===== config.mk =====
export PLATFORM = sky130hd
export DESIGN_NAME = counting_semaphore_wait_queue
export DESIGN_NICKNAME = d
export VERILOG_FILES = /design/src/sv/csw_pkg.sv /design/src/sv/csw_useq.sv /design/src/sv/csw_dpath.sv /design/src/sv/counting_semaphore_wait_queue.sv
export SDC_FILE = /design/constraint.sdc
export NUM_CORES = 1
export LEC_CHECK = 0
export BUFFER_PORTS_ARGS = -buffer_cell sky130_fd_sc_hd__buf_2
export CORE_MARGIN = 4
export CORE_UTILIZATION = 40
export DETAILED_ROUTE_END_ITERATION = 12
export SLEW_MARGIN = 20
export SYNTH_ARGS = -nofsm -noshare
export SYNTH_HDL_FRONTEND = slang
export SYNTH_SLANG_ARGS = --single-unit

===== constraint.sdc =====
create_clock -name i_clk -period 6.9 [get_ports i_clk]
set_clock_uncertainty 0.15 [all_clocks]
set_input_delay 0 -clock i_clk [delete_from_list [all_inputs] [get_ports i_clk]]
set_output_delay 0 -clock i_clk [all_outputs]
set_load 0.03 [all_outputs]

===== src/sv/csw_pkg.sv =====
// ============================================================================
// csw_pkg
// Shared types, codes and the microprogram of the semaphore sequencer.
// ============================================================================
`default_nettype none

package csw_pkg;

    localparam int QUEUE_DEPTH_DEF    = 16;
    localparam int THREAD_ID_BITS_DEF = 8;
    localparam int COUNT_BITS_DEF     = 16;

    localparam int OPCODE_W = 3;
    localparam int INIT_W   = 15;
    localparam int STATUS_W = 3;

    // opcodes; 5..7 mean nothing and fall to the default arm
    typedef enum logic [OPCODE_W-1:0] {
        OP_OPEN    = 3'd0,
        OP_WAIT    = 3'd1,
        OP_SIGNAL  = 3'd2,
        OP_TRYWAIT = 3'd3,
        OP_CLOSE   = 3'd4
    } t_op;

    typedef enum logic [STATUS_W-1:0] {
        ST_OK         = 3'd0,
        ST_NOT_OPEN   = 3'd1,
        ST_BUSY       = 3'd2,
        ST_QUEUE_FULL = 3'd3,
        ST_COUNT_OVF  = 3'd4
    } t_status;

    // dispatch class of an incoming word
    typedef enum logic [3:0] {
        CLS_OPEN,
        CLS_NOP,
        CLS_NOT_OPEN,
        CLS_OVF,
        CLS_FULL,
        CLS_DEC,
        CLS_ENQ,
        CLS_BUSY,
        CLS_INC,
        CLS_SREL,
        CLS_CLOSE_EMPTY,
        CLS_DRAIN
    } t_cls;

    // datapath action
    typedef enum logic [2:0] {
        ACT_NONE,
        ACT_OPEN,
        ACT_DEC,
        ACT_ENQ,
        ACT_INC,
        ACT_INC_DEQ,
        ACT_CLOSE,
        ACT_CLOSE_DEQ
    } t_act;

    typedef enum logic [1:0] {
        JMP_DISPATCH,
        JMP_GOTO,
        JMP_UNTIL_LAST
    } t_jmp;

    // microprogram addresses
    typedef logic [3:0] t_upc;
    localparam t_upc U_IDLE        = 4'd0;
    localparam t_upc U_OPEN        = 4'd1;
    localparam t_upc U_NOP         = 4'd2;
    localparam t_upc U_NOT_OPEN    = 4'd3;
    localparam t_upc U_OVF         = 4'd4;
    localparam t_upc U_FULL        = 4'd5;
    localparam t_upc U_BUSY        = 4'd6;
    localparam t_upc U_DEC         = 4'd7;
    localparam t_upc U_ENQ         = 4'd8;
    localparam t_upc U_INC         = 4'd9;
    localparam t_upc U_SREL        = 4'd10;
    localparam t_upc U_CLOSE_EMPTY = 4'd11;
    localparam t_upc U_DRAIN       = 4'd12;

    typedef struct packed {
        t_act    act;
        logic    emit;
        t_status status;
        logic    blocks;
        logic    rvalid;
        logic    last_on_one;
        t_jmp    jmp;
        t_upc    target;
    } t_uword;

    typedef struct packed {
        t_cls cls;
        logic total_one;
    } t_dp_stat;

    // control store
    function automatic t_uword urom(input t_upc upc);
        t_uword w;
        w.act         = ACT_NONE;
        w.emit        = 1'b1;
        w.status      = ST_OK;
        w.blocks      = 1'b0;
        w.rvalid      = 1'b0;
        w.last_on_one = 1'b0;
        w.jmp         = JMP_GOTO;
        w.target      = U_IDLE;
        case (upc)
            U_IDLE: begin
                w.emit = 1'b0;
                w.jmp  = JMP_DISPATCH;
            end
            U_OPEN:        w.act = ACT_OPEN;
            U_NOP:         w.act = ACT_NONE;
            U_NOT_OPEN:    w.status = ST_NOT_OPEN;
            U_OVF:         w.status = ST_COUNT_OVF;
            U_FULL:        w.status = ST_QUEUE_FULL;
            U_BUSY:        w.status = ST_BUSY;
            U_DEC:         w.act = ACT_DEC;
            U_ENQ: begin
                w.act    = ACT_ENQ;
                w.blocks = 1'b1;
            end
            U_INC:         w.act = ACT_INC;
            U_SREL: begin
                w.act    = ACT_INC_DEQ;
                w.rvalid = 1'b1;
            end
            U_CLOSE_EMPTY: w.act = ACT_CLOSE;
            U_DRAIN: begin
                w.act         = ACT_CLOSE_DEQ;
                w.rvalid      = 1'b1;
                w.last_on_one = 1'b1;
                w.jmp         = JMP_UNTIL_LAST;
                w.target      = U_DRAIN;
            end
            default: begin
                w.emit = 1'b0;
            end
        endcase
        return w;
    endfunction

    // dispatch table: class -> routine entry
    function automatic t_upc entry_of(input t_cls cls);
        t_upc e;
        case (cls)
            CLS_OPEN:        e = U_OPEN;
            CLS_NOP:         e = U_NOP;
            CLS_NOT_OPEN:    e = U_NOT_OPEN;
            CLS_OVF:         e = U_OVF;
            CLS_FULL:        e = U_FULL;
            CLS_DEC:         e = U_DEC;
            CLS_ENQ:         e = U_ENQ;
            CLS_BUSY:        e = U_BUSY;
            CLS_INC:         e = U_INC;
            CLS_SREL:        e = U_SREL;
            CLS_CLOSE_EMPTY: e = U_CLOSE_EMPTY;
            CLS_DRAIN:       e = U_DRAIN;
            default:         e = U_NOP;
        endcase
        return e;
    endfunction

endpackage

`default_nettype wire


===== src/sv/csw_useq.sv =====
// ============================================================================
// csw_useq
// Step counter and control store; jumps by dispatch class or drain count.
// ============================================================================
`default_nettype none

module csw_useq (
    input  wire                logic i_clk,
    input  wire                logic i_rst_n,
    input  wire                logic i_in_valid,
    input  wire                logic i_out_free,
    input  wire                csw_pkg::t_dp_stat i_stat,
    output csw_pkg::t_uword    o_uword,
    output logic               o_fire,
    output logic               o_in_ready
);

    csw_pkg::t_upc   r_upc;
    csw_pkg::t_upc   n_upc;
    csw_pkg::t_uword uw;

    always_ff @(posedge i_clk) begin
        if (!i_rst_n) begin
            r_upc <= csw_pkg::U_IDLE;
        end else begin
            r_upc <= n_upc;
        end
    end

    always_comb begin
        uw         = csw_pkg::urom(r_upc);
        // an emitting step waits for room in the output register
        o_fire     = !uw.emit || i_out_free;
        o_in_ready = (uw.jmp == csw_pkg::JMP_DISPATCH);
        n_upc      = r_upc;
        if (o_fire) begin
            case (uw.jmp)
                csw_pkg::JMP_DISPATCH: begin
                    if (i_in_valid) begin
                        n_upc = csw_pkg::entry_of(i_stat.cls);
                    end
                end
                csw_pkg::JMP_GOTO:       n_upc = uw.target;
                csw_pkg::JMP_UNTIL_LAST: n_upc = i_stat.total_one ? csw_pkg::U_IDLE
                                                                  : uw.target;
                default:                 n_upc = csw_pkg::U_IDLE;
            endcase
        end
        o_uword = uw;
    end

endmodule

`default_nettype wire


===== src/sv/csw_dpath.sv =====
// ============================================================================
// csw_dpath
// Count, open flag, waiter ring and its pointers; classifies incoming words.
// ============================================================================
`default_nettype none

module csw_dpath #(
    parameter int QUEUE_DEPTH    = csw_pkg::QUEUE_DEPTH_DEF,
    parameter int THREAD_ID_BITS = csw_pkg::THREAD_ID_BITS_DEF,
    parameter int COUNT_BITS     = csw_pkg::COUNT_BITS_DEF
) (
    input  wire               logic i_clk,
    input  wire               logic i_rst_n,
    input  wire               csw_pkg::t_uword i_uword,
    input  wire               logic i_fire,
    input  wire               logic i_accept,
    input  wire               logic [csw_pkg::OPCODE_W-1:0] i_opcode,
    input  wire               logic [THREAD_ID_BITS-1:0]    i_thread_id,
    input  wire               logic [csw_pkg::INIT_W-1:0]   i_init_value,
    output csw_pkg::t_dp_stat o_stat,
    output logic [COUNT_BITS-1:0]     o_next_count,
    output logic [THREAD_ID_BITS-1:0] o_rd_tid
);

    localparam int PTR_W = $clog2(QUEUE_DEPTH);
    localparam int TOT_W = $clog2(QUEUE_DEPTH + 1);
    localparam logic [COUNT_BITS-1:0] CNT_MAX = {1'b0, {(COUNT_BITS-1){1'b1}}};
    localparam logic [COUNT_BITS-1:0] CNT_MIN = {1'b1, {(COUNT_BITS-1){1'b0}}};

    logic [COUNT_BITS-1:0]     r_count, n_count;
    logic                      r_open, n_open;
    logic [PTR_W-1:0]          r_head, n_head;
    logic [PTR_W-1:0]          r_tail, n_tail;
    logic [TOT_W-1:0]          r_total, n_total;
    logic [THREAD_ID_BITS-1:0] r_tid;
    logic [csw_pkg::INIT_W-1:0] r_init;
    logic [THREAD_ID_BITS-1:0] r_ring [QUEUE_DEPTH];
    logic [THREAD_ID_BITS-1:0] r_rd_tid;

    logic                  at_min, at_max, neg, zero, full, empty, total_one;
    logic [PTR_W-1:0]      head_inc, tail_inc;
    logic [COUNT_BITS-1:0] init_sat;
    csw_pkg::t_cls         cls;

    function automatic logic [PTR_W-1:0] ptr_inc(input logic [PTR_W-1:0] p);
        return (p == PTR_W'(QUEUE_DEPTH - 1)) ? '0 : p + PTR_W'(1);
    endfunction

    always_comb begin
        at_min    = (r_count == CNT_MIN);
        at_max    = (r_count == CNT_MAX);
        neg       = r_count[COUNT_BITS-1];
        zero      = (r_count == '0);
        full      = (r_total == TOT_W'(QUEUE_DEPTH));
        empty     = (r_total == '0);
        total_one = (r_total == TOT_W'(1));
        head_inc  = ptr_inc(r_head);
        tail_inc  = ptr_inc(r_tail);
        init_sat  = (33'(r_init) > 33'(CNT_MAX)) ? CNT_MAX : COUNT_BITS'(r_init);

        // classify the word on the input port
        case (i_opcode)
            csw_pkg::OP_OPEN:    cls = csw_pkg::CLS_OPEN;
            csw_pkg::OP_WAIT:    cls = at_min ? csw_pkg::CLS_OVF :
                                       (neg || zero) ? (full ? csw_pkg::CLS_FULL
                                                             : csw_pkg::CLS_ENQ)
                                                     : csw_pkg::CLS_DEC;
            csw_pkg::OP_SIGNAL:  cls = at_max ? csw_pkg::CLS_OVF :
                                       (neg && !empty) ? csw_pkg::CLS_SREL
                                                       : csw_pkg::CLS_INC;
            csw_pkg::OP_TRYWAIT: cls = (!neg && !zero) ? csw_pkg::CLS_DEC
                                                       : csw_pkg::CLS_BUSY;
            csw_pkg::OP_CLOSE:   cls = empty ? csw_pkg::CLS_CLOSE_EMPTY
                                             : csw_pkg::CLS_DRAIN;
            default:             cls = csw_pkg::CLS_NOP;
        endcase
        if (!r_open && i_opcode != csw_pkg::OP_OPEN && cls != csw_pkg::CLS_NOP) begin
            cls = csw_pkg::CLS_NOT_OPEN;
        end

        n_count = r_count;
        n_open  = r_open;
        n_head  = r_head;
        n_tail  = r_tail;
        n_total = r_total;
        if (i_fire) begin
            case (i_uword.act)
                csw_pkg::ACT_OPEN: begin
                    n_count = init_sat;
                    n_open  = 1'b1;
                    n_head  = '0;
                    n_tail  = '0;
                    n_total = '0;
                end
                csw_pkg::ACT_DEC: n_count = r_count - COUNT_BITS'(1);
                csw_pkg::ACT_ENQ: begin
                    n_count = r_count - COUNT_BITS'(1);
                    n_tail  = tail_inc;
                    n_total = r_total + TOT_W'(1);
                end
                csw_pkg::ACT_INC: n_count = r_count + COUNT_BITS'(1);
                csw_pkg::ACT_INC_DEQ: begin
                    n_count = r_count + COUNT_BITS'(1);
                    n_head  = head_inc;
                    n_total = r_total - TOT_W'(1);
                end
                csw_pkg::ACT_CLOSE: begin
                    n_count = '0;
                    n_open  = 1'b0;
                    n_head  = '0;
                    n_tail  = '0;
                end
                csw_pkg::ACT_CLOSE_DEQ: begin
                    n_count = '0;
                    n_open  = 1'b0;
                    n_total = r_total - TOT_W'(1);
                    // pointers back to zero once the last waiter leaves
                    n_head  = total_one ? '0 : head_inc;
                    if (total_one) begin
                        n_tail = '0;
                    end
                end
                default: ;
            endcase
        end

        o_stat.cls       = cls;
        o_stat.total_one = total_one;
        o_next_count     = n_count;
        o_rd_tid         = r_rd_tid;
    end

    always_ff @(posedge i_clk) begin
        if (!i_rst_n) begin
            r_count <= '0;
            r_open  <= 1'b0;
            r_head  <= '0;
            r_tail  <= '0;
            r_total <= '0;
        end else begin
            r_count <= n_count;
            r_open  <= n_open;
            r_head  <= n_head;
            r_tail  <= n_tail;
            r_total <= n_total;
        end
    end

    // payload latch and ring; read port follows the next head
    always_ff @(posedge i_clk) begin
        if (i_accept) begin
            r_tid  <= i_thread_id;
            r_init <= i_init_value;
        end
        if (i_fire && i_uword.act == csw_pkg::ACT_ENQ) begin
            r_ring[r_tail] <= r_tid;
        end
        r_rd_tid <= r_ring[n_head];
    end

endmodule

`default_nettype wire


===== src/sv/counting_semaphore_wait_queue.sv =====
// ============================================================================
// counting_semaphore_wait_queue
// Counting semaphore with a FIFO of blocked thread IDs, run by a microcoded
// sequencer over a small datapath, results held in an output register.
// ============================================================================
//
//  channel   direction  handshake                  payload
//  --------  ---------  -------------------------  ------------------------------
//  in        input      i_in_valid / o_in_ready    opcode, thread_id, init_value
//  out       output     o_out_valid / i_out_ready  status, caller_blocks,
//                                                  released_valid, released_thread,
//                                                  count_after, last
//
//  Steps: an ordinary word passes the dispatch step that accepts it and
//  one execute step that updates state and loads the result word.
//  close with N queued waiters repeats the drain step once per waiter,
//  bounded by the single ring read port.
//  Stalls: an execute step holds while the output register is full and not
//  being taken; the next word is accepted while a result still waits.
//  Reset: i_rst_n (sync, active low) clears the step counter, count, open flag,
//  ring pointers and output valid; ring contents are not cleared.
//
`default_nettype none

module counting_semaphore_wait_queue #(
    parameter int QUEUE_DEPTH    = csw_pkg::QUEUE_DEPTH_DEF,
    parameter int THREAD_ID_BITS = csw_pkg::THREAD_ID_BITS_DEF,
    parameter int COUNT_BITS     = csw_pkg::COUNT_BITS_DEF
) (
    input  wire logic                            i_clk,
    input  wire logic                            i_rst_n,
    // input words
    input  wire logic                            i_in_valid,
    output logic                                 o_in_ready,
    input  wire logic [csw_pkg::OPCODE_W-1:0]    i_opcode,
    input  wire logic [THREAD_ID_BITS-1:0]       i_thread_id,
    input  wire logic [csw_pkg::INIT_W-1:0]      i_init_value,
    // result words
    output logic                                 o_out_valid,
    input  wire logic                            i_out_ready,
    output logic [csw_pkg::STATUS_W-1:0]         o_status,
    output logic                                 o_caller_blocks,
    output logic                                 o_released_valid,
    output logic [THREAD_ID_BITS-1:0]            o_released_thread,
    output logic [COUNT_BITS-1:0]                o_count_after,
    output logic                                 o_last
);

    csw_pkg::t_uword   uword;
    csw_pkg::t_dp_stat stat;
    logic              fire;
    logic              in_ready;
    logic              out_free;
    logic              accept;
    logic              load;
    logic [COUNT_BITS-1:0]     next_count;
    logic [THREAD_ID_BITS-1:0] rd_tid;

    // output register
    logic                      r_out_valid;
    csw_pkg::t_status          r_status;
    logic                      r_blocks;
    logic                      r_rvalid;
    logic [THREAD_ID_BITS-1:0] r_rthread;
    logic [COUNT_BITS-1:0]     r_count_after;
    logic                      r_last;

    // room for a new result when empty or being drained this cycle
    assign out_free = !r_out_valid || i_out_ready;
    assign accept   = i_in_valid && in_ready;
    assign load     = fire && uword.emit;

    csw_useq u_useq (
        .i_clk      (i_clk),
        .i_rst_n    (i_rst_n),
        .i_in_valid (i_in_valid),
        .i_out_free (out_free),
        .i_stat     (stat),
        .o_uword    (uword),
        .o_fire     (fire),
        .o_in_ready (in_ready)
    );

    csw_dpath #(
        .QUEUE_DEPTH    (QUEUE_DEPTH),
        .THREAD_ID_BITS (THREAD_ID_BITS),
        .COUNT_BITS     (COUNT_BITS)
    ) u_dpath (
        .i_clk        (i_clk),
        .i_rst_n      (i_rst_n),
        .i_uword      (uword),
        .i_fire       (fire),
        .i_accept     (accept),
        .i_opcode     (i_opcode),
        .i_thread_id  (i_thread_id),
        .i_init_value (i_init_value),
        .o_stat       (stat),
        .o_next_count (next_count),
        .o_rd_tid     (rd_tid)
    );

    always_ff @(posedge i_clk) begin
        if (!i_rst_n) begin
            r_out_valid <= 1'b0;
        end else if (load) begin
            r_out_valid <= 1'b1;
        end else if (i_out_ready) begin
            r_out_valid <= 1'b0;
        end
    end

    // result payload; count is the post-operation value
    always_ff @(posedge i_clk) begin
        if (load) begin
            r_status      <= uword.status;
            r_blocks      <= uword.blocks;
            r_rvalid      <= uword.rvalid;
            r_rthread     <= uword.rvalid ? rd_tid : '0;
            r_count_after <= next_count;
            r_last        <= uword.last_on_one ? stat.total_one : 1'b1;
        end
    end

    assign o_in_ready        = in_ready;
    assign o_out_valid       = r_out_valid;
    assign o_status          = r_status;
    assign o_caller_blocks   = r_blocks;
    assign o_released_valid  = r_rvalid;
    assign o_released_thread = r_rthread;
    assign o_count_after     = r_count_after;
    assign o_last            = r_last;

endmodule

`default_nettype wire


Yosys cells after proc, flatten, opt, wreduce, memory -nomap -nowiden
Memories as Yosys holds them, arrays and structs flattened. A register that Yosys moved wholly into a read port is not among the register bits.
Cells that the tools add are included.

storage, ports and cells
  bits in read-only memories = 64
  input port bits = 30
  output and inout bits = 32
  word-level logic and storage cells = 129
  memory bits (writable) = 128
  memories = 2
  flip-flop bits (word level) = 88

memories
  name             depth  bits a word  read ports  clocked after Yosys merged registers in  write ports  RTL line         text
  u_dpath.r_ring   16     8            1           1                                        1            csw_dpath.sv:37  logic [THREAD_ID_BITS-1:0] r_ring [QUEUE_DEPTH];
  (no name shown)  16     4            1           0                                        0            csw_pkg.sv:150   case (cls)

operators by class
  multiplexer cells = 35
  reduce and logical (&&, ||, !) cells = 37
  eq/ne operators = 34
  $add $sub $neg = 6

operator list
  cell                     count
  $pmux W16 S4             1
  $mux W4                  12
  $pmux W4 S3              3
  $eq A4 B4 Y1 const B     7
  $pmux W3 S7              1
  $pmux W4 S5              1
  $add A16 B1 Y16 const B  1
  $eq A16 B15 Y1 const B   1
  $eq A16 B16 Y1 const B   1
  $eq A4 B3 Y1 const B     4
  $logic_not A16 Y1        1
  $mux W16                 1
  $sub A16 B1 Y16 const B  1
  $eq A3 B3 Y1 const B     5
  $pmux W5 S3              1
  $eq A3 B2 Y1 const B     4
  $pmux W3 S4              1
  $reduce_or A12 Y1        1
  $reduce_or A2 Y1         6
  $mux W1                  10
  $reduce_bool A3 Y1       3
  $add A4 B1 Y4 const B    2
  $eq A4 B2 Y1 const B     2
  $logic_and A1 B1 Y1      7
  other kinds (23)         35

Depth between registers and ports, before layout
Gate-level depths: netlist of run 1.
An unclocked memory read counts as a cell.

  depth after elaboration = 12
  depth in mapped cells = 14
  mapped depth without buffers = 12

Hierarchy
From an unflattened synthesis of run 1, not the netlist that was laid out.

unflattened totals
  cell total of the unflattened synthesis = 874
  area, all modules = 10774.1 um^2

by module, submodules not included
  module                         seq. area each (um^2)  times used  area each (um^2)  cells an instance
  csw_dpath                      5295.1                 1           9240.1            758
  counting_semaphore_wait_queue  920.9                  1           1016.0            45
  csw_useq                       80.1                   1           518.0             71

Least setup slack after synthesis of run 1
No wires, ideal clock.

  kind = reg-to-reg
  from = register u_useq.r_upc[1]
  to = register r_count_after[10] (netlist: o_count_after[10]) (data pin)
  cell stages (with the launch flop) = 14
  data arrival time = 2.759 ns
  data required time = 6.488 ns
  library setup time = 0.262 ns
  path buffers = 2
  clock period less this slack = 3.171 ns
  path slack = 3.729 ns
  path through = dfxtp_1 -> buf_6 -> xnor2_1 -> or3b_1 -> buf_2 -> ha_1 -> nor2b_1 -> o21a_1 -> o21a_1 -> o21ai_0 -> o21bai_1 -> xor2_1 -> a22oi_1 -> a21oi_1

between the ends
  longest elaborated chain between the ends = 6
  elaborated cells between the ends (all ways) = 29
  classes of those cells = eq/ne (19); mux (4); reduce/logical (6)

ends and longest elaborated chain
  element                                                         RTL line                              text
  from (decl)                                                     csw_useq.sv:18                        csw_pkg::t_upc r_upc;
  from (signal assigned)                                          csw_useq.sv:24                        r_upc <= csw_pkg::U_IDLE;
  from (signal assigned)                                          csw_useq.sv:26                        r_upc <= n_upc;
  $eq A4 B4 Y1 (tied with other cells)                            csw_pkg.sv:111                        case (upc)
  $pmux W3 S7 or $reduce_or A12 Y1 (tied branches)                n/a
  $eq A3 B3 Y1 (tied with other cells)                            csw_dpath.sv:87                       case (i_uword.act)
  $reduce_or A2 Y1 (no line) or $logic_not A1 Y1 (tied branches)  n/a
  $pmux W16 S4 or $logic_or A1 B1 Y1 (tied branches)              csw_dpath.sv:87, csw_useq.sv:33
  $mux W16 *                                                      csw_dpath.sv:86                       if (i_fire) begin
  via next_count[10]                                              counting_semaphore_wait_queue.sv:56   logic [COUNT_BITS-1:0] next_count;
  to (signal assigned)                                            counting_semaphore_wait_queue.sv:119  r_count_after <= next_count;
  to (decl)                                                       counting_semaphore_wait_queue.sv:65   logic [COUNT_BITS-1:0] r_count_after;

Mark *: on every way through the listed nets, which the timed path passes. The rest lies on a longest branch.
A chain may end at the register's enable or synchronous reset.

Worst setup path after layout of run 1
  from = register u_useq.r_upc[1]
  to = register r_count_after[12] (netlist: o_count_after[12]) (data pin)

The elaborated chain is that of the path after synthesis.

==> flow_metrics.py, run 1 <==
metrics = {
    "global_routing": {
        "antenna_found_initial": 0,
        "grt_max_degree": 41,
        "grtUsageTotal": 0.155,
        "grt_pass1_wl_um": 35000,
        "gr-total-overflow": 0,
        "grt_pass1_vias": 6283,
    },
    "critical_path": {
        "worstPathRequired_ns": 7.00,
        "cp-start-kind": "register",
        "cp_cell_sequence": "xnor2_1 -> or3b_1 -> ha_1 -> nor2b_1 -> o21a_1 -> o21a_1 -> o21ai_0 -> o21bai_1 -> xor2_1 -> a22oi_1 -> a21oi_1",
        "arrival_ns": 4.10,
        "startpoint": "u_useq.r_upc[1]$_SDFFE_PN0P_",
        "r2r_end": "o_count_after[12]$_DFFE_PP_",
        "end_kind": "register",
        "crit_type": "register to register",
        "slowest_stage": "dfxtp_1",
        "crit_top_cell": "o21a_1",
        "critPathMaxFanout": 21,
        "r2r_slack_ns": 2.90,
        "cp-endpoint": "o_count_after[12]$_DFFE_PP_",
        "slowest_delay_ns": 0.70,
        "reg2reg_depth": 11,
        "r2r-start": "u_useq.r_upc[1]$_SDFFE_PN0P_",
    },
    "placement": {
        "routabilityCongestion": 0.865,
        "placed_area_um2": 10700,
        "hpwlAfterDp_um": 14300,
        "portBuffers": 61,
    },
    "clock_network": {
        "clock-root-buffer": "clkbuf_16",
        "insertion_delay_ns": 0.51,
        "htreeDepth": 1,
        "clockBufferDepth": 3,
        "cts.sinks": 224,
        "cts_buffers": 25,
        "cts_tree": "built",
        "cts_setup_buffers": 0,
        "cts.clk_slew.worst_paths_ns": 0.06,
    },
    "synthesis": {
        "yosysMostFrequentCell": "edfxtp_1",
        "syn_area_per_cell_um2": 12.8,
        "synth_cells": 785,
        "syn_nets": 841,
        "synth_warnings": 0,
        "ys_top_cells_by_area": "edfxtp_1 (54%), dfxtp_1 (8.6%), ha_1 (3.1%)",
        "synth_flop_cell": "edfxtp_1",
        "synth_top_area_share": 0.541,
        "async_flop_share": 0,
        "synth_seq_cells": 224,
        "synth_top_area_cell": "edfxtp_1",
        "synth-edff-count": 181,
        "synth-seq-area-share": 0.626,
        "syn-cell-area_um2": 10000,
        "synthTopCellsByCount": "edfxtp_1 (181), nor2_1 (72), a21oi_1 (55), nand2_1 (46), dfxtp_1 (43)",
        "yosysUniqueCellTypes": 75,
    },
    "floorplan": {
        "die_x_um": 167,
        "ios": 62,
        "die_area_um2": 27700,
        "die_y_um": 167,
        "core-area_um2": 24500,
        "num_rows": 57,
        "start_util": 0.410,
    },
    "detailed_routing": {
        "remaining_drc_errors": 0,
        "final_antenna_net_count": 0,
        "wire_per_inst_um": 17.6,
        "num_vias": 6451,
        "wirelength_um": 21600,
        "first_pass_iters": 5,
        "drtIter0Drc": 498,
        "viasPerCell": 5.27,
    },
    "timing": {
        "hold_viol_final": 0,
        "fmaxAchievable_ghz": 0.250,
        "finalCritPeriodShare": 0.580,
        "relSlewSlack": 0.292,
        "maxSlewViolCount": 0,
        "rsz0062_at_grt": "false",
        "fin_crit_ns": 4.00,
        "finalSetupViolations": 0,
        "worst_slew_pin_slew_ns": 1.06,
        "setup_tns_ns": 0,
    },
    "power": {
        "ir_drop_v": 0.000238,
        "finalPower_uw": 4810,
        "cellPowerDensity_nw_per_um2": 408,
        "p_leak_uw": 0.00410,
    },
    "final_layout": {
        "drive_gt1_frac": 0.170,
        "antenna_cells": 0,
        "syn_to_final_growth_pct": 17.5,
        "nNetsFinal": 936,
        "finalInstanceArea_um2": 11800,
    },
    "min_path": {
        "min_path_type": "primary input to register",
    },
    "flow_run": {
        "max-cap-violations": 0,
    },
    "run_status": {
        "status": "complete, no violations",
    },
}
flip-flops by register name (all words and copies together) (netlist names), 5 cells and up:
name	cells
u_dpath.r_init	15
u_dpath.o_rd_tid	8
o_count_after	16
o_released_thread	8
u_dpath.r_count	16
u_dpath.r_total	5
u_dpath.r_ring	128
u_dpath.r_tid	8
cells by family after synthesis:
kind of cell	after synthesis	share of synthesized area
and+or+nand+nor	246	0.127
DFF	224	0.626
AOI/OAI and AO/OA	172	0.112
muxes	52	0.0654
buffers and inverters	50	0.0232
adders and majority gates	26	0.0331
xor gates and xnor gates	15	0.0131
how the worst min path moves through the flow:
stage,startpoint,endpoint,slack [ns],cells after the start
2_1_floorplan,i_init_value[0],u_dpath.r_init[0]$_DFFE_PP_,-0.05,0
3_3_place_gp,i_init_value[8],u_dpath.r_init[8]$_DFFE_PP_,0.03,1
3_5_place_dp,i_thread_id[4],u_dpath.r_tid[4]$_DFFE_PP_,0.03,1
4_1_cts,i_thread_id[4],u_dpath.r_tid[4]$_DFFE_PP_,0.02,2
5_1_grt,i_init_value[6],u_dpath.r_init[6]$_DFFE_PP_,0.04,2
6_report,i_thread_id[4],u_dpath.r_tid[4]$_DFFE_PP_,0.04,2
power breakdown:
| part | total (uW) | switching [uW] | leakage [uW] | internal [uW] |
|---|---|---|---|---|
| sequential | 1970 | 192 | 0.00201 | 1780 |
| combinational | 1560 | 963 | 0.00171 | 599 |
| clock | 1280 | 508 | 0.000374 | 770 |
per-stage QoR:
step                setup WS [ns]   util  cells  hold slack [ns]
global route                 2.66  0.481   1223           0.0391
finish                       2.90  0.481   1223           0.0439
global placement             3.05  0.436   1146           0.0270
CTS                          2.94  0.481   1223           0.0202
detailed placement           2.96  0.436   1146           0.0281
floorplan                    3.73      -    785          -0.0511
worst max-delay path, delay by kind of cell, from the launching register on:
family / cells / cell delay (ns)
AO/OA/AOI/OAI: 6 / 1.26
XOR/XNOR: 2 / 0.30
adder cells (fa/ha/maj): 1 / 0.47
flip-flops: 1 / 0.70
AND/OR/NAND/NOR: 2 / 0.84
final cells by class:
class / instances / area [um2]
inverter: 17 / 63.8
timing repair buffer: 101 / 683
multi-input combinational: 511 / 3570
sequential: 224 / 6300
fill: 2162 / 12700
tap: 324 / 405
clock inverter: 7 / 96.3
clock buffer: 39 / 698
layer usage:
metal | GRT usage | up-vias | wire (um)
met5 | 0 | - | 0
met4 | 0.0480 | 0 | 580
met3 | 0.0237 | 36 | 1230
met2 | 0.249 | 185 | 9950
met1 | 0.218 | 3063 | 9820
li1 | - | 3167 | -
cell usage in the layout (no fill, tap or decap), types with 3 or more instances in the layout:
cell type,synthesis,final
or3_1,10,10
o221ai_1,9,9
a21oi_1,55,55
nor3b_1,4,4
nor2_1,72,71
nor2b_1,12,12
xnor2_1,11,11
buf_2,8,61
a211oi_1,15,15
dfxtp_1,43,43
nand2_1,46,46
dlygate4sd3_1,0,31
a22oi_1,15,15
edfxtp_1,181,181
and3_1,4,4
mux4_2,8,8
nand2b_1,10,10
o21a_1,6,6
mux2i_1,26,26
nand3_1,19,19
a31oi_1,6,6
nor4_1,5,5
nor3_1,13,12
mux2_2,16,16
clkbuf_1,15,12
and2_1,26,26
inv_1,16,16
clkbuf_16,0,25
xor2_1,4,4
nand4_1,3,3
or2_2,3,3
buf_4,5,9
clkinvlp_4,0,3
o21ai_0,23,23
o21ai_1,10,10
ha_1,25,25
a21o_1,5,5
timing repair:
action,CTS,global route
gates resized for setup,0,0
hold endpoints to repair,48,0
hold buffers,31,0
No activity file was read; power rests on OpenSTA's default activity.
==> run 2, diff against run 1 <==
- ABC_AREA: unset -> 1
- clock period: 6.9 -> 4.1 ns (I/O delays scaled with it)
==> run 2 against run 1 <==
Worst setup slack lost 2.0 ns. Clock power grew 89%. Non-clock buffer count grew 2. Critical endpoint is now o_count_after[15]$_DFFE_PP_. Via count grew 21%. Wire length grew 17%. Worst hold slack lost 0.0051 ns. Critical path type unchanged. Die area grew 5.4%. Fmax grew 25%.
==> flow_metrics.py, run 2 <==
metrics = {
    "power": {
        "p_leak_uw": 0.00519,
        "p_switching_uw": 3280,
        "swShare": 0.376,
        "finalPower_uw": 8720,
        "pwr-share-comb": 0.335,
        "clkPwrFrac": 0.277,
        "ir_drop_v": 0.000365,
        "cellPowerDensity_nw_per_um2": 702,
        "power.internal_uw": 5440,
        "seqPwrFrac": 0.387,
    },
    "timing": {
        "hold_viol_final": 0,
        "fin_ws_ns": 0.894,
        "relSlewSlack": 0.309,
        "fmaxAchievable_ghz": 0.312,
        "finalCritPeriodShare": 0.782,
        "maxSlewViolCount": 0,
        "finalSetupViolations": 0,
        "fin_crit_ns": 3.21,
        "setup_tns_ns": 0,
        "rsz0062_at_grt": "false",
        "worst_slew_pin_slew_ns": 1.03,
    },
    "synthesis": {
        "ys_top_cells_by_area": "edfxtp_1 (51%), nand2_1 (8.4%), dfxtp_1 (8.1%)",
        "syn-cell-area_um2": 10600,
        "async_flop_share": 0,
        "synth_top_area_share": 0.512,
        "synthTopCellsByCount": "nand2_1 (239), edfxtp_1 (181), inv_1 (135), nand3_1 (129), nor2_1 (103)",
        "syn_nets": 1161,
        "yosysUniqueCellTypes": 42,
        "synth_cells": 1105,
        "synth_flop_cell": "edfxtp_1",
        "synth_seq_cells": 224,
        "synth_top_area_cell": "edfxtp_1",
        "synth_warnings": 0,
        "synth-seq-area-share": 0.593,
        "synth-edff-count": 181,
        "yosysMostFrequentCell": "nand2_1",
        "syn_area_per_cell_um2": 9.61,
    },
    "detailed_routing": {
        "drtIter0Drc": 659,
        "remaining_drc_errors": 0,
        "num_vias": 7812,
        "first_pass_iters": 5,
        "wirelength_um": 25300,
        "viasPerCell": 5.02,
        "final_antenna_net_count": 0,
        "wire_per_inst_um": 16.2,
    },
    "critical_path": {
        "arrival_ns": 3.32,
        "cp-start-kind": "register",
        "crit_type": "register to register",
        "slowest_stage": "ha_1",
        "worstPathRequired_ns": 4.21,
        "critPathMaxFanout": 14,
        "r2r_slack_ns": 0.89,
        "cp_cell_sequence": "inv_2 -> nor2_2 -> nand2_1 -> nor2_1 -> inv_1 -> ha_1 -> a21oi_1 -> o21ai_0 -> a21oi_1 -> inv_1 -> nand2_1 -> nand2_1 -> o21ai_0 -> nand2_1",
        "path_buf_inv": 3,
        "end_kind": "register",
        "crit_top_cell": "nand2_1",
        "cp_top_family": "simple AND/OR/NAND/NOR gates",
        "slowest_delay_ns": 0.46,
    },
    "global_routing": {
        "grt_pass1_wl_um": 40500,
        "gr-total-overflow": 0,
        "grt_max_degree": 49,
        "grtUsageTotal": 0.174,
        "antenna_found_initial": 0,
        "grt_pass1_vias": 7413,
    },
    "final_layout": {
        "finish.utilization": 0.477,
        "largest_reg_flops": 128,
        "top_register": "u_dpath.r_ring",
        "layout_commonest_cell": "nand2_1",
        "finalInstanceArea_um2": 12400,
        "nNetsFinal": 1257,
        "drive_gt1_frac": 0.115,
        "fillCellCount": 2460,
        "antenna_cells": 0,
        "syn_to_final_growth_pct": 17.1,
        "mostFrequentLayoutCells": "nand2_1 (239), edfxtp_1 (181), inv_1 (135), nand3_1 (129), nor2_1 (101)",
    },
    "clock_network": {
        "htreeDepth": 1,
        "cts.clk_slew.worst_paths_ns": 0.06,
        "cts.sinks": 224,
        "clockBufferDepth": 3,
        "cts_tree": "built",
        "clock-root-buffer": "clkbuf_16",
        "cts_buffers": 25,
        "cts_setup_buffers": 0,
        "insertion_delay_ns": 0.52,
    },
    "floorplan": {
        "die_x_um": 171,
        "start_util": 0.407,
        "die_area_um2": 29200,
        "ios": 62,
        "die_y_um": 171,
        "num_rows": 59,
        "core-area_um2": 26100,
    },
    "flow_run": {
        "max-cap-violations": 0,
    },
    "run_status": {
        "status": "complete, no violations",
    },
    "placement": {
        "routabilityCongestion": 0.877,
        "dp_slack_ns": 0.928,
        "hpwlAfterDp_um": 16500,
        "portBuffers": 61,
        "placed_area_um2": 11200,
    },
    "min_path": {
        "min_path_type": "primary input to register",
    },
}
-- run 2: cell types whose count changed after synthesis, sizes merged, moves of 16 or more --
| cell | delta |
|---|---|
| nand2 | +200 |
| inv | +125 |
| nand3 | +110 |
| nand3b | +47 |
| nor2 | +35 |
| mux2i | -28 |
| and2 | -21 |
| mux2 | -16 |
-- run 2: kinds of logic after synthesis --
logic type,after synthesis,synth area share
buffers and inverters,178,0.0709
AND/OR/NAND/NOR,554,0.237
adder cells (fa/ha/maj),26,0.0313
flip-flops,224,0.593
AO/OA/AOI/OAI,118,0.0636
XOR/XNOR,5,0.00412
-- run 2: per-stage QoR --
| stage | std cells | hold WS, ns |
|---|---|---|
| floorplan | 1105 | -0.0511 |
| global placement | 1478 | 0.0265 |
| detailed placement | 1478 | 0.0281 |
| CTS | 1555 | 0.0154 |
| global route | 1555 | 0.0302 |
| finish | 1555 | 0.0388 |
-- run 2: power by group through the flow --
stage / clock [uW] / sequential [uW] / combinational [uW]
3_3_place_gp: 0 / 3420 / 2880
2_1_floorplan: 0 / 3620 / 1850
6_report: 2420 / 3380 / 2930
4_1_cts: 2470 / 3380 / 2940
3_5_place_dp: 0 / 3420 / 2890
5_1_grt: 2570 / 3430 / 3310
-- run 2: layer usage --
metal  wire length (um)  GRT usage  vias to the layer above
met5                  0          0                        -
met4                634     0.0499                        0
met3               1460     0.0231                       46
met2              11100      0.267                      196
met1              12100      0.261                     3642
li1                   -          -                     3928
-- run 2: worst reg2reg max path, delay by kind of cell, from the launching register on --
kind	cells	cell delay (ns)
fa+ha+maj	1	0.47
compound gates	4	0.72
simple gates	6	0.71
flops	1	0.42
buf+inv	3	0.47
-- run 2: what timing repair did --
action,4_1_cts,5_1_grt
hold buffers,31,0
setup endpoints to repair,0,0
gates resized for setup,0,0
hold endpoints to repair,59,0
-- run 2: worst paths after layout --
kind,to,cells after the start,start
hold reg to reg,u_dpath.r_open$_SDFFE_PN0P_,2,u_dpath.r_open$_SDFFE_PN0P_
hold / removal,u_dpath.r_init[13]$_DFFE_PP_,2,i_init_value[13]
setup reg to reg,o_count_after[15]$_DFFE_PP_,14,u_useq.r_upc[3]$_SDFFE_PN0P_
setup / recovery,o_count_after[15]$_DFFE_PP_,14,u_useq.r_upc[3]$_SDFFE_PN0P_
-- run 2: area by class of cell --
type,count,area [um2],area share
clock buffers,30,654,0.0527
repair buffers,103,698,0.0562
flip-flops and latches,224,6300,0.507
multi-input cells,703,3580,0.288
inverters,144,541,0.0435
clock inverters,16,241,0.0194
well taps,335,419,0.0337
